==> config.mk <==
export PLATFORM = sky130hd
export DESIGN_NAME = wireless_frame_classify_counter_top_flat
export DESIGN_NICKNAME = d
export VERILOG_FILES = /design/src/wfcc_pkg.sv /design/src/wfcc_if.sv /design/src/wfcc_stats.sv /design/src/wireless_frame_classify_counter_top.sv /design/src/flat_wrapper.sv
export SDC_FILE = /design/constraint.sdc
export NUM_CORES = 1
export LEC_CHECK = 0
export BUFFER_PORTS_ARGS = -buffer_cell sky130_fd_sc_hd__buf_2
export CORE_ASPECT_RATIO = 1.25
export CORE_MARGIN = 3
export CORE_UTILIZATION = 55
export DETAILED_ROUTE_END_ITERATION = 10
export PLACE_DENSITY_LB_ADDON = 0.2
export SLEW_MARGIN = 0
export SYNTH_ARGS = -nofsm -noshare
export SYNTH_HDL_FRONTEND = slang
export SYNTH_SLANG_ARGS = --single-unit
==> constraint.sdc <==
create_clock -name clk_i -period 19.7 [get_ports clk_i]
set_input_delay 3.94 -clock clk_i [delete_from_list [all_inputs] [get_ports clk_i]]
set_output_delay 3.94 -clock clk_i [all_outputs]
set_load 0.03 [all_outputs]
==> src/wfcc_pkg.sv <==
package wfcc_pkg;

  localparam int unsigned LogDepthDefault = 32;

  localparam int unsigned AddrW    = 48;
  localparam int unsigned CountW   = 32;
  localparam int unsigned LogSlotW = 5;

  localparam logic [1:0]  KindMgmt     = 2'd0;
  localparam logic [1:0]  KindData     = 2'd1;

  localparam logic [3:0]  SubProbeReq  = 4'h4;
  localparam logic [3:0]  SubProbeResp = 4'h5;
  localparam logic [3:0]  SubBeacon    = 4'h8;
  localparam logic [3:0]  SubDisassoc  = 4'hA;
  localparam logic [3:0]  SubDeauth    = 4'hC;

  localparam logic [11:0] MinFilterLen = 12'd16;
  localparam logic [2:0]  PhaseLast    = 3'd4;

  typedef enum logic {
    CfgFilterEnable = 1'b0,
    CfgOwnAddress   = 1'b1
  } cfg_idx_e;

  typedef enum logic [2:0] {
    ClsOther  = 3'd0,
    ClsData   = 3'd1,
    ClsDeauth = 3'd2,
    ClsBeacon = 3'd3,
    ClsProbe  = 3'd4
  } pkt_class_e;

  typedef struct packed {
    logic [1:0]        frame_kind;
    logic [7:0]        frame_control;
    logic [11:0]       frame_length;
    logic signed [7:0] signal_strength;
    logic [3:0]        radio_channel;
    logic [AddrW-1:0]  receiver_address;
    logic [AddrW-1:0]  transmitter_address;
  } frame_t;

  typedef struct packed {
    logic                     dropped;
    pkt_class_e               packet_class;
    logic [3:0]               subtype;
    logic                     log_sample;
    logic [LogSlotW-1:0]      log_slot;
    logic [CountW-1:0]        total_count;
    logic [CountW-1:0]        beacon_count;
    logic [CountW-1:0]        data_count;
    logic [CountW-1:0]        deauth_count;
    logic [CountW-1:0]        probe_count;
    logic signed [CountW-1:0] rssi_sum;
    logic [3:0]               last_deauth_channel;
  } result_t;

  typedef struct packed {
    logic             filter_enable;
    logic [AddrW-1:0] own_address;
  } cfg_t;

endpackage

==> src/wfcc_if.sv <==
interface wfcc_in_if;
  logic            valid;
  logic            ready;
  wfcc_pkg::frame_t data;

  modport source (output valid, output data, input ready);
  modport sink   (input valid, input data, output ready);
endinterface

interface wfcc_out_if;
  logic             valid;
  logic             ready;
  wfcc_pkg::result_t data;

  modport source (output valid, output data, input ready);
  modport sink   (input valid, input data, output ready);
endinterface

==> src/wfcc_stats.sv <==
module wfcc_stats import wfcc_pkg::*; #(
  parameter int unsigned LogDepth = LogDepthDefault
) (
  input  logic    clk_i,
  input  logic    rst_ni,
  input  logic    upd_i,
  input  cfg_t    cfg_i,
  input  frame_t  item_i,
  output result_t result_o
);

  localparam int unsigned SlotW = $clog2(LogDepth);

  logic [CountW-1:0] total_q, total_d;
  logic [CountW-1:0] beacon_q, beacon_d;
  logic [CountW-1:0] data_q, data_d;
  logic [CountW-1:0] deauth_q, deauth_d;
  logic [CountW-1:0] probe_q, probe_d;
  logic [CountW-1:0] sum_q, sum_d;
  logic [2:0]        phase_q, phase_d;
  logic [SlotW-1:0]  slot_q, slot_d;
  logic [3:0]        chan_q, chan_d;

  logic                      drop;
  logic                      sample;
  logic [3:0]                sub;
  pkt_class_e                cls;
  logic [SlotW+LogSlotW-1:0] slot_ext;

  assign drop = cfg_i.filter_enable && (cfg_i.own_address[AddrW-1 -: 8] != 8'd0) &&
                (item_i.frame_length >= MinFilterLen) &&
                ((item_i.receiver_address == cfg_i.own_address) ||
                 (item_i.transmitter_address == cfg_i.own_address));

  always_comb begin
    sub = 4'd0;
    cls = ClsOther;
    unique case (item_i.frame_kind)
      KindMgmt: begin
        sub = item_i.frame_control[7:4];
        unique case (item_i.frame_control[7:4])
          SubBeacon:                 cls = ClsBeacon;
          SubProbeReq, SubProbeResp: cls = ClsProbe;
          SubDeauth, SubDisassoc:    cls = ClsDeauth;
          default:                   cls = ClsOther;
        endcase
      end
      KindData: cls = ClsData;
      default:  cls = ClsOther;
    endcase
  end

  always_comb begin
    total_d  = total_q;
    beacon_d = beacon_q;
    data_d   = data_q;
    deauth_d = deauth_q;
    probe_d  = probe_q;
    sum_d    = sum_q;
    phase_d  = phase_q;
    slot_d   = slot_q;
    chan_d   = chan_q;
    sample   = 1'b0;
    if (!drop) begin
      total_d = total_q + CountW'(1);
      sum_d   = sum_q + {{(CountW-8){item_i.signal_strength[7]}}, item_i.signal_strength};
      unique case (cls)
        ClsBeacon: beacon_d = beacon_q + CountW'(1);
        ClsProbe:  probe_d  = probe_q + CountW'(1);
        ClsDeauth: begin
          deauth_d = deauth_q + CountW'(1);
          chan_d   = item_i.radio_channel;
        end
        ClsData:   data_d = data_q + CountW'(1);
        default: ;
      endcase
      phase_d = (phase_q >= PhaseLast) ? 3'd0 : phase_q + 3'd1;
      if (phase_d == 3'd0) begin
        sample = 1'b1;
        slot_d = (slot_q == SlotW'(LogDepth - 1)) ? '0 : slot_q + SlotW'(1);
      end
    end
  end

  assign slot_ext = {{LogSlotW{1'b0}}, slot_q};

  always_comb begin
    result_o.dropped             = drop;
    result_o.packet_class        = drop ? ClsOther : cls;
    result_o.subtype             = drop ? 4'd0 : sub;
    result_o.log_sample          = sample;
    result_o.log_slot            = slot_ext[LogSlotW-1:0];
    result_o.total_count         = total_d;
    result_o.beacon_count        = beacon_d;
    result_o.data_count          = data_d;
    result_o.deauth_count        = deauth_d;
    result_o.probe_count         = probe_d;
    result_o.rssi_sum            = sum_d;
    result_o.last_deauth_channel = chan_d;
  end

  always_ff @(posedge clk_i or negedge rst_ni) begin
    if (!rst_ni) begin
      total_q  <= '0;
      beacon_q <= '0;
      data_q   <= '0;
      deauth_q <= '0;
      probe_q  <= '0;
      sum_q    <= '0;
      phase_q  <= '0;
      slot_q   <= '0;
      chan_q   <= '0;
    end else if (upd_i) begin
      total_q  <= total_d;
      beacon_q <= beacon_d;
      data_q   <= data_d;
      deauth_q <= deauth_d;
      probe_q  <= probe_d;
      sum_q    <= sum_d;
      phase_q  <= phase_d;
      slot_q   <= slot_d;
      chan_q   <= chan_d;
    end
  end

`ifndef NO_ASSERTIONS
  a_phase_range: assert property (@(posedge clk_i) disable iff (!rst_ni)
    phase_q <= PhaseLast) else $error("sample phase out of range");

  a_slot_range: assert property (@(posedge clk_i) disable iff (!rst_ni)
    slot_q <= SlotW'(LogDepth - 1)) else $error("ring slot out of range");

  a_count_step: assert property (@(posedge clk_i) disable iff (!rst_ni)
    upd_i && !drop |=> total_q == $past(total_q) + CountW'(1))
    else $error("total count did not advance");

  a_drop_hold: assert property (@(posedge clk_i) disable iff (!rst_ni)
    upd_i && drop |=> $stable(total_q) && $stable(sum_q) && $stable(phase_q) &&
                      $stable(slot_q))
    else $error("dropped word changed state");
`endif

endmodule

==> src/wireless_frame_classify_counter_top.sv <==
// frame classifier and counter
// frame_i carries one received-frame summary per word (valid/ready); result_o
// returns one result word per accepted frame, in order, with the class,
// the sample flag, the log slot and all counters after that frame.
// configuration: cfg_we_i writes cfg_wdata_i into the register selected by
// cfg_idx_i (0 filter enable, 1 own address); write only while idle.
// datapath: an accepted frame is held in the input register, and the counter
// update moves it from there into the result register that drives result_o.
// throughput: one frame per cycle while result_o.ready stays high, set by the
// combinational counter update between the input and the result register.
// stall: when result_o.ready is low the result word holds; the input
// register still takes one more frame, then frame_i.ready drops.
// reset: rst_ni clears counters, sample phase, log slot, deauth channel,
// configuration and both valid flags.
module wireless_frame_classify_counter_top import wfcc_pkg::*; #(
  parameter int unsigned LogDepth = LogDepthDefault
) (
  input  logic             clk_i,
  input  logic             rst_ni,
  input  logic             cfg_we_i,
  input  cfg_idx_e         cfg_idx_i,
  input  logic [AddrW-1:0] cfg_wdata_i,
  wfcc_in_if.sink          frame_i,
  wfcc_out_if.source       result_o
);

  cfg_t    cfg_q;
  logic    in_valid_q, in_valid_d;
  frame_t  in_data_q;
  logic    out_valid_q, out_valid_d;
  result_t out_data_q;
  result_t stats_res;
  logic    out_free;
  logic    advance;
  logic    accept;

  assign out_free      = !out_valid_q || result_o.ready;
  assign advance       = in_valid_q && out_free;
  assign frame_i.ready = !in_valid_q || out_free;
  assign accept        = frame_i.valid && frame_i.ready;

  assign in_valid_d  = accept ? 1'b1 : (advance ? 1'b0 : in_valid_q);
  assign out_valid_d = advance ? 1'b1 : (result_o.ready ? 1'b0 : out_valid_q);

  wfcc_stats #(
    .LogDepth (LogDepth)
  ) u_stats (
    .clk_i    (clk_i),
    .rst_ni   (rst_ni),
    .upd_i    (advance),
    .cfg_i    (cfg_q),
    .item_i   (in_data_q),
    .result_o (stats_res)
  );

  always_ff @(posedge clk_i or negedge rst_ni) begin
    if (!rst_ni) begin
      cfg_q <= '0;
    end else if (cfg_we_i) begin
      unique case (cfg_idx_i)
        CfgFilterEnable: cfg_q.filter_enable <= cfg_wdata_i[0];
        CfgOwnAddress:   cfg_q.own_address   <= cfg_wdata_i;
      endcase
    end
  end

  always_ff @(posedge clk_i or negedge rst_ni) begin
    if (!rst_ni) begin
      in_valid_q  <= 1'b0;
      out_valid_q <= 1'b0;
    end else begin
      in_valid_q  <= in_valid_d;
      out_valid_q <= out_valid_d;
    end
  end

  always_ff @(posedge clk_i) begin
    if (accept) begin
      in_data_q <= frame_i.data;
    end
    if (advance) begin
      out_data_q <= stats_res;
    end
  end

  assign result_o.valid = out_valid_q;
  assign result_o.data  = out_data_q;

endmodule

==> src/flat_wrapper.sv <==
// flat-port wrapper written by rule: the top's interface ports become plain ports
module wireless_frame_classify_counter_top_flat import wfcc_pkg::*;
#(
  parameter int unsigned LogDepth = LogDepthDefault
)
  (clk_i, rst_ni, cfg_we_i, cfg_idx_i, cfg_wdata_i, frame_i_valid, frame_i_data, frame_i_ready, result_o_valid, result_o_data, result_o_ready);
  wfcc_in_if frame_i_i ();
  wfcc_out_if result_o_i ();
  input  logic clk_i;
  input  logic rst_ni;
  input  logic cfg_we_i;
  input  cfg_idx_e cfg_idx_i;
  input  logic [AddrW-1:0] cfg_wdata_i;
  input wire logic [$bits(frame_i_i.valid)-1:0] frame_i_valid;
  input wire logic [$bits(frame_i_i.data)-1:0] frame_i_data;
  output wire logic [$bits(frame_i_i.ready)-1:0] frame_i_ready;
  output wire logic [$bits(result_o_i.valid)-1:0] result_o_valid;
  output wire logic [$bits(result_o_i.data)-1:0] result_o_data;
  input wire logic [$bits(result_o_i.ready)-1:0] result_o_ready;
  assign frame_i_i.valid = frame_i_valid;
  assign frame_i_i.data = frame_i_data;
  assign frame_i_ready = frame_i_i.ready;
  assign result_o_valid = result_o_i.valid;
  assign result_o_data = result_o_i.data;
  assign result_o_i.ready = result_o_ready;
  wireless_frame_classify_counter_top #(.LogDepth(LogDepth)) u_core (.clk_i(clk_i), .rst_ni(rst_ni), .cfg_we_i(cfg_we_i), .cfg_idx_i(cfg_idx_i), .cfg_wdata_i(cfg_wdata_i), .frame_i(frame_i_i), .result_o(result_o_i));
endmodule
## Word level (Yosys, flattened, before mapping)

Cells that the tools add are included.

| operators by class | value |
|---|---|
| bitwise gates (word level) | 3 |
| $mul | 0 |
| $add $sub $neg | 8 |
| mux-type cells | 21 |
| div/mod/pow operators | 0 |
| order comparisons | 2 |
| equal/unequal tests | 13 |
| shift-type cells | 0 |
| reductions and logical operators | 22 |

Operators with widths:

| kind | number |
|---|---|
| 32-bit two-way mux | 10 |
| 32-bit by 1-bit adder with 32-bit output (second input constant) | 5 |
| 48-bit == test | 2 |
| 32-bit adder | 1 |
| 4-bit == test (second input constant) | 3 |
| 12-bit by 5-bit greater-or-equal comparator with 1-bit output (second input constant) | 1 |
| 3-bit case mux with 3 select lines | 1 |
| 4-bit by 3-bit == test with 1-bit output (second input constant) | 2 |
| 4-bit two-way mux | 2 |
| 8-bit nonzero test | 1 |
| 3-bit by 2-bit == test with 1-bit output (second input constant) | 2 |
| 3-bit case mux with 2 select lines | 1 |
| 2-bit AND reduction | 3 |
| 2-bit OR reduction | 3 |
| 5-bit by 1-bit adder with 5-bit output (second input constant) | 1 |
| 5-bit == test (second input constant) | 1 |
| 1-bit logical AND | 5 |
| 1-bit two-way mux | 5 |
| 5-bit two-way mux | 1 |
| 2-bit nonzero test | 2 |
| 3-bit by 1-bit adder with 3-bit output (second input constant) | 1 |
| 3-bit by 1-bit == test with 1-bit output (second input constant) | 1 |
| 3-bit == test (second input constant) | 1 |
| 3-bit greater-or-equal comparator (second input constant) | 1 |
| other kinds (8) | 13 |

| word-level totals | value |
|---|---|
| bits in registers | 595 |
| bits in writable memories | 0 |
| bits in read-only memories | 0 |
| latch bits | 0 |
| input port bits | 184 |
| memories kept | 0 |
| output and inout port bits | 212 |

## Longest topological paths before layout

Gate-level depths: netlist of the first run.

| logic depth | value |
|---|---|
| word-level depth | 7 |
| depth in mapped cells | 12 |
| gate-level depth less buffers | 11 |

## Cells and area by module

Synthesis of the first run repeated with hierarchy kept, for this count alone.

| unflattened totals | value |
|---|---|
| cells, all modules | 2170 |
| area, all modules | 27066.0 um2 |

Modules (own cells, without submodules):

| module | times used | seq. area each (um2) | cells each | area an instance (um2) |
|---|---|---|---|---|
| wfcc_stats | 1 | 5104.9 | 1717 | 14860.5 |
| wireless_frame_classify_counter_top | 1 | 11486.0 | 453 | 12205.5 |

## Worst setup path before layout of the first run

No wires, ideal clock.

| timing path | value |
|---|---|
| path kind | input port to flip-flop |
| start | input port result_o_ready |
| end | register u_core.u_stats.chan_q[0] |
| setup slack | 9.896 ns |
| stages | 7 |
| library setup time | 0.125 ns |
| arrival | 9.679 ns |
| required time | 19.575 ns |
| buffers on the path | 1 |
| path through | nand2b_1 nand2_1 inv_1 nand2b_1 clkbuf_1 nor3_1 mux2_2 |

| on the way | value |
|---|---|
| word-level cells in the longest chain between the ends | 2 |

Ends and longest elaborated chain:

| item | line | RTL |
|---|---|---|
| start, declared | flat_wrapper.sv:19 | `input wire logic [$bits(result_o_i.ready)-1:0] result_o_ready;` |
| 1-bit logical OR | wireless_frame_classify_counter_top.sv:37 | `assign out_free = !out_valid_q \|\| result_o.ready;` |
| 1-bit logical AND | wireless_frame_classify_counter_top.sv:38 | `assign advance = in_valid_q && out_free;` |
| net u_core.advance | wireless_frame_classify_counter_top.sv:34 | `logic advance;` |
| end signal, assigned | wfcc_stats.sv:122 | `chan_q <= chan_d;` |
| end, declared | wfcc_stats.sv:22 | `logic [3:0] chan_q, chan_d;` |

The timed path passes the listed nets, and every way through them passes these cells.
A chain may end at the register's enable or synchronous reset.

## Final worst setup path of the first run

| timing path | value |
|---|---|
| start | input port result_o_ready |
| end | output port frame_i_ready |

| on the way | value |
|---|---|
| word-level cells in the longest chain between the ends | 2 |

Ends and longest elaborated chain:

| item | line | RTL |
|---|---|---|
| 1-bit logical OR | wireless_frame_classify_counter_top.sv:37 |  |
| 1-bit logical OR | wireless_frame_classify_counter_top.sv:39 | `assign frame_i.ready = !in_valid_q \|\| out_free;` |
| end, declared | flat_wrapper.sv:16 | `output wire logic [$bits(frame_i_i.ready)-1:0] frame_i_ready;` |

No other way between the ends.

==> results of run 1 <==
==> sequential cells by signal, summed over array words and instances, names as in the netlist, 3 cells and up <==
register                 flops
u_core.cfg_q                49
u_core.in_data_q           122
u_core.result_o.data       210
u_core.u_stats.beacon_q     32
u_core.u_stats.chan_q        4
u_core.u_stats.data_q       32
u_core.u_stats.deauth_q     32
u_core.u_stats.phase_q       3
u_core.u_stats.probe_q      32
u_core.u_stats.slot_q        5
u_core.u_stats.sum_q        32
u_core.u_stats.total_q      32
==> Yosys cell counts, types with 2 or more instances <==
cell | number | area (µm²)
a2111oi_0 | 2 | 17.5
a211oi_1 | 2 | 15.0
a21o_1 | 17 | 128
a21oi_1 | 29 | 145
a221oi_1 | 3 | 26.3
a31o_2 | 2 | 17.5
a31oi_1 | 6 | 37.5
and2_1 | 13 | 81.3
and3_1 | 19 | 119
and4_1 | 8 | 70.1
buf_1 | 4 | 15.0
clkbuf_1 | 55 | 206
dfrtp_1 | 255 | 6380
edfxtp_1 | 332 | 9970
ha_1 | 40 | 500
inv_1 | 27 | 101
mux2_2 | 108 | 1220
nand2_1 | 207 | 777
nand2b_1 | 39 | 244
nand3_1 | 65 | 325
nand3b_1 | 5 | 37.5
nand4_1 | 60 | 375
nor2_1 | 180 | 676
nor2b_1 | 6 | 37.5
nor3_1 | 47 | 235
nor3b_1 | 3 | 22.5
nor4_1 | 15 | 93.8
o211ai_1 | 3 | 22.5
o21a_1 | 5 | 37.5
o21ai_0 | 14 | 70.1
o21bai_1 | 7 | 52.6
o31ai_1 | 3 | 22.5
or2_2 | 9 | 56.3
or3_1 | 20 | 125
or3b_2 | 2 | 17.5
or4_1 | 7 | 52.6
xnor2_1 | 269 | 2360
xor2_1 | 166 | 1450
==> stage by stage <==
step | utilization [%] | instances | area [µm²] | hold WS [ps]
after floorplan | - | 2069 | 26300 | 445
after global placement | 62.0 | 3040 | 28900 | 463
after detailed placement | 62.0 | 3040 | 28900 | 470
after CTS | 66.1 | 3144 | 30900 | 479
after global routing | 66.2 | 3150 | 30900 | 510
final | 66.2 | 3154 | 30900 | 481
==> layer usage <==
metal | up-vias | track usage, % | routed length, µm
li1 | 8034 | - | -
met1 | 8030 | 27.8 | 22800
met2 | 433 | 38.6 | 28200
met3 | 117 | 6.23 | 3920
met4 | 24 | 7.96 | 1800
met5 | - | 0 | 150
==> cell type report <==
class / count / area share [%]
flip-flops and latches: 587 / 52.9
multi-input cells: 1395 / 31.2
repair buffers: 401 / 6.64
clock buffers: 73 / 4.81
well taps: 630 / 2.55
clock inverters: 31 / 1.43
inverters: 27 / 0.352
diodes: 10 / 0.0810
==> cell families (layout without fill, tap and decap cells) <==
kind of cell,after synthesis,after routing,share of synthesized area [%]
xor gates and xnor gates,435,435,14.5
buffers and inverters,87,532,1.25
and+or+nand+nor,714,714,13.1
AOI/OAI and AO/OA,97,97,2.39
adders and majority gates,41,41,1.98
other,0,10,0
DFF,587,587,62.2
muxes,108,108,4.63
==> power by group <==
group          switching [mW]  internal (mW)
logic                   0.482          0.336
clock network           0.454          0.677
registers               0.109           1.49
total                    1.04           2.51
==> final timing paths <==
path / from / slack [ps] / depth (start not counted) / endpoint
setup reg to reg: u_core.cfg_q[25]$_DFFE_PN0P_ / 15320 / 11 / u_core.u_stats.probe_q[25]$_DFFE_PN0P_
min in group asynchronous: rst_ni / 3290 / 1 / u_core.u_stats.sum_q[16]$_DFFE_PN0P_
hold / removal: u_core.u_stats.data_q[11]$_DFFE_PN0P_ / 480 / 1 / u_core.u_stats.data_q[11]$_DFFE_PN0P_
hold reg to reg: u_core.u_stats.data_q[11]$_DFFE_PN0P_ / 480 / 1 / u_core.u_stats.data_q[11]$_DFFE_PN0P_
setup / recovery: result_o_ready / 11330 / 3 / frame_i_ready
max in group asynchronous: rst_ni / 14150 / 3 / u_core.u_stats.probe_q[7]$_DFFE_PN0P_
==> summary.md, run 1 <==
| Metric | Value |
|---|---|
| Status | `finished clean` |
| Routability cong. | `0.870` |
| Syn nets | `2294` |
| Via/cell ratio | `about 5.3` |
| Largest net degree at the start of global routing | `80` |
| Die Y | `between 200 and 300 µm` |
| Async set-reset flop share out of synthesis | `a little over two fifths` |
| Minimum clock period | `about 8400 ps` |
| Power per cell area | `115 nW/µm²` |
| Initial core utilization | `around 56%` |
| TritonCTS Buffers | `56` |
| Synth Cell Area | `26300 µm²` |
| Worst-path fanout max | `3` |
| Multi-input gate area | `just under 10000 µm²` |
| Post-CTS resize count | `0` |
| Final Setup Violations | `0` |
| DR WL/cell | `between 15 and 20 µm` |
| Delay of the slowest cell on the worst path | `about 200 ps` |
| Clock latency on the worst-skew pair | `600 ps` |
| H-tree levels | `2` |
| Antenna violations before repair | `21` |
| Vias in the first global route | `around 17000` |
| CP Data Required Time | `approximately 16000 ps` |
| Most frequent cells in the layout | `386 x buf_2, 332 x edfxtp_1, 269 x xnor2_1, 255 x dfrtp_1, 206 x nand2_1` |
| GRT overflow | `0` |
| Critical path startpoint category | `input port` |
| Post-detailed-route count of antenna-violating nets | `0` |
| Max Clk Rate | `roughly 0.12 GHz` |
| Share of layout cells above drive strength 1 | `24.7%` |
| Syn Area/Cell | `between 10 and 15 µm²` |
| VDD IR-drop max | `~0.14 mV` |
| Rel. slew slack | `between 30% and 40%` |
| Global Route Usage Sum | `22.6%` |
| CTS tree | `done` |
| DRC violations left | `0` |
| CTS sink count | `587` |
| Seq. cell area | `between 15000 and 20000 µm²` |
| HPWL after DPL | `around 40000 µm` |
| Crit-path slowest cell | `buf_2` |
| Number of synthesized register bits | `between 500 and 600` |
| Fillcell total | `3556` |
| First-pass GRT wire length | `around 91000 µm` |
| Total power | `about 3.6 mW` |
| Lkg Pwr | `around 13 nW` |
| Clk pin slew, worst setup/hold paths | `around 60 ps` |
| Cells after Synth | `2069` |
| RSZ-0062 raised after global routing | `false` |
| Post-Route WL | `56900 µm` |
| Vias | `roughly 17000` |
| Netlist cell types | `between 50 and 60` |
| Setup TNS | `0 ps` |
| DP Worst Slack | `between 10000 and 15000 ps` |
| DR pass1 iterations | `5` |
| Final nets | `2693` |
| CP Buf/Inv Count | `2` |
| Sequential area share after synthesis | `about 62%` |
| Period utilization | `42.5%` |
| Worst EP arrival | `between 4000 and 5000 ps` |
| Most common cell after layout, fill and taps aside | `buf_2` |
| Measured slew at the worst slew-check pin | `1040 ps` |
| Min-delay worst type | `reg -> reg` |
| Ys Warns | `0` |
| Kind of critical path | `in -> out` |
| Die Wd | `approximately 200 µm` |
| Ports | `396` |
| CORE AREA | `46700 µm²` |
| Most used cell, CP | `buf_2` |
| Crit path capture type | `output port` |
| Crit path max-delay family | `buffers and inverters` |
| Clock Tree Root | `clkbuf_16` |
| EDFF count, synth | `approximately 330` |
| Std cell rows | `88` |
| Cells along the critical path | `buf_2, nand3b_1, buf_2` |
| Post-CTS Setup Bufs | `0` |
| Ys flop type | `edfxtp_1` |
| First DRT Iteration DRCs | `around 760` |
| Max-slew violation count | `0` |
| Setup WS post-layout | `11330 ps` |
| Area grow syn2layout | `17.5%` |
| CTS Hold Bufs | `0` |
| Total die area | `~50000 µm²` |
| Setup Skew | `19.3 ps` |
| # Max-Cap Violations | `0` |
| Bufs on Longest Clock Path | `3` |
| Port bufs | `387` |
| Final Hold Vio Count | `0` |
(Power assumes the default switching activity.)
==> run 2: changes to the inputs <==
==> constraint.sdc (replaced) <==
create_clock -name clk_i -period 7.9 [get_ports clk_i]
set_input_delay 1.58 -clock clk_i [delete_from_list [all_inputs] [get_ports clk_i]]
set_output_delay 1.58 -clock clk_i [all_outputs]
set_load 0.03 [all_outputs]
==> summary.md, run 2 (synthesis results as in run 1) <==
| Metric | Value |
|---|---|
| Status | `finished clean` |
| Std cell rows | `between 80 and 90` |
| Total power | `between 8 and 9 mW` |
| Max Clk Rate | `between 0.2 and 0.25 GHz` |
| Port bufs | `about 390` |
| Share of layout cells above drive strength 1 | `approximately a quarter` |
| Max reg flops | `210` |
| Area grow syn2layout | `17.4%` |
| Worst-path fanout max | `25` |
| Crit path capture type | `flip-flop` |
| Crit-path slowest cell | `a2111oi_0` |
| VDD IR-drop max | `0.245 mV` |
| Final Hold Vio Count | `0` |
| Rel. slew slack | `approximately 22%` |
| RSZ-0062 raised after global routing | `false` |
| Worst hold start | `u_core.u_stats.data_q[11]$_DFFE_PN0P_` |
| GRT overflow | `0` |
| Global Route Usage Sum | `between 20% and 30%` |
| R2R cell count | `10` |
| DR pass1 iterations | `5` |
| Measured slew at the worst slew-check pin | `about 1200 ps` |
| First-pass GRT wire length | `91300 µm` |
| Post-CTS Setup Bufs | `0` |
| Worst r2r src | `u_core.in_data_q[107]$_DFFE_PP_` |
| Max-slew violation count | `0` |
| Clk pin slew, worst setup/hold paths | `around 60 ps` |
| Vias | `~17000` |
| Most frequent cells in the layout | `386 x buf_2, 332 x edfxtp_1, 269 x xnor2_1, 255 x dfrtp_1, 206 x nand2_1` |
| Power per cell area | `roughly 280 nW/µm²` |
| Final nets | `2693` |
| Delay of the slowest cell on the worst path | `960 ps` |
| CTS sink count | `~590` |
| Ports | `between 300 and 400` |
| Setup TNS | `0 ps` |
| Setup WS post-layout | `3530 ps` |
| DRC violations left | `0` |
| First DRT Iteration DRCs | `just under 900` |
| CP Data Required Time | `approximately 8300 ps` |
| Fillcell total | `3539` |
| CORE AREA | `about 47000 µm²` |
| Sw Ratio | `29.8%` |
| CTS tree | `done` |
| Clock Power Share | `between 30% and 40%` |
| Minimum clock period | `approximately 4400 ps` |
| CTS Hold Bufs | `0` |
| Clock Tree Root | `clkbuf_16` |
| Critical path startpoint category | `flip-flop` |
| Cells along the critical path | `ha_1, nand2_1, nor2_1, nand2_1, or2_2, or3_1, and4_1, a2111oi_0, nor2_1, o311ai_0` |
| Kind of critical path | `reg -> reg` |
| TritonCTS Buffers | `57` |
| Final Setup Violations | `0` |
| Flop pwr share | `45.4%` |
| Final design utilization | `66.1%` |
| Multi-input gate area | `a little under 10000 µm²` |
| R2r endpoint | `u_core.result_o.data[34]$_DFFE_PP_` |
| DR WL/cell | `approximately 18 µm` |
| Die Y | `250 µm` |
| R2r setup slk | `between 3000 and 4000 ps` |
| DP Worst Slack | `3580 ps` |
| Routability cong. | `just under 0.9` |
| Most common cell after layout, fill and taps aside | `buf_2` |
| Internal power | `a little over 6 mW` |
| Hold EP | `u_core.u_stats.data_q[11]$_DFFE_PN0P_` |
| Post-CTS resize count | `0` |
| Clock latency on the worst-skew pair | `slightly above 600 ps` |
| Net load switching power | `2.62 mW` |
| Via/cell ratio | `between 5 and 6` |
| # Max-Cap Violations | `0` |
| Combinational share of power | `roughly a quarter` |
| Largest net degree at the start of global routing | `80` |
| Seq. cell area | `16400 µm²` |
| HPWL after DPL | `a little over 40000 µm` |
| H-tree levels | `2` |
| Period utilization | `55.3%` |
| Post-detailed-route count of antenna-violating nets | `0` |
| Hold depth | `1` |
| Post-Route WL | `57300 µm` |
| Setup Skew | `roughly 16 ps` |
| Vias in the first global route | `17000` |
| Antenna violations before repair | `17` |
| Total die area | `50500 µm²` |
| Die Wd | `about 200 µm` |
| Bufs on Longest Clock Path | `3` |
| Min-delay worst type | `reg -> reg` |
| Initial core utilization | `56.3%` |
| Worst EP arrival | `~4800 ps` |
| Lkg Pwr | `around 13 nW` |
-- run 2: layout make-up --
cell class | count | area share, %
Antenna cell | 8 | 0.0649
Clock buffer | 84 | 5.48
Clock inverter | 24 | 0.709
Inverter | 27 | 0.353
Multi-Input combinational cell | 1395 | 31.3
Sequential cell | 587 | 53.0
Tap cell | 630 | 2.55
Timing Repair Buffer | 400 | 6.62
-- run 2: worst max-delay path by stage --
stage | end | slack [ps] | from
after floorplan | u_core.u_stats.chan_q[0]$_DFFE_PN0P_ | 460 | result_o_ready
after global placement | u_core.result_o.data[34]$_DFFE_PP_ | 3670 | u_core.in_data_q[107]$_DFFE_PP_
after detailed placement | u_core.result_o.data[34]$_DFFE_PP_ | 3580 | u_core.in_data_q[107]$_DFFE_PP_
after CTS | u_core.result_o.data[34]$_DFFE_PP_ | 3540 | u_core.in_data_q[107]$_DFFE_PP_
after global routing | u_core.result_o.data[34]$_DFFE_PP_ | 3160 | u_core.in_data_q[107]$_DFFE_PP_
final | u_core.result_o.data[34]$_DFFE_PP_ | 3530 | u_core.in_data_q[107]$_DFFE_PP_
-- run 2: per-layer routing --
layer / vias up / part of all wire [%] / global-route usage (%)
met5: - / 0.17 / 0
met4: 16 / 2.9 / 7.40
met3: 113 / 6.8 / 5.64
met2: 445 / 51 / 39.2
li1: 8017 / - / -
met1: 8115 / 40 / 28.2
-- run 2: worst max-delay path: cells and delay by family (launching register included) --
kind                       cells  cell delay, ps
adders and majority gates      1             610
and+or+nand+nor                7            1410
DFF                            1             800
AOI/OAI and AO/OA              2            1320
-- run 2: power by group through the flow --
stage               logic, mW  registers, mW  clock network [mW]
global placement         2.00           4.03                   0
detailed placement       2.05           4.05                   0
finish                   2.05           3.99                2.74
floorplan                1.21           4.31                   0
CTS                      2.07           4.00                2.80
global route             2.26           4.04                2.92
-- run 2: per-stage QoR --
stage / hold WS, ps / instances / area, µm²
2_1_floorplan: 445 / 2069 / 26300
4_1_cts: 479 / 3147 / 30800
3_5_place_dp: 469 / 3039 / 28900
5_1_grt: 499 / 3151 / 30900
3_3_place_gp: 463 / 3039 / 28900
6_report: 476 / 3155 / 30900
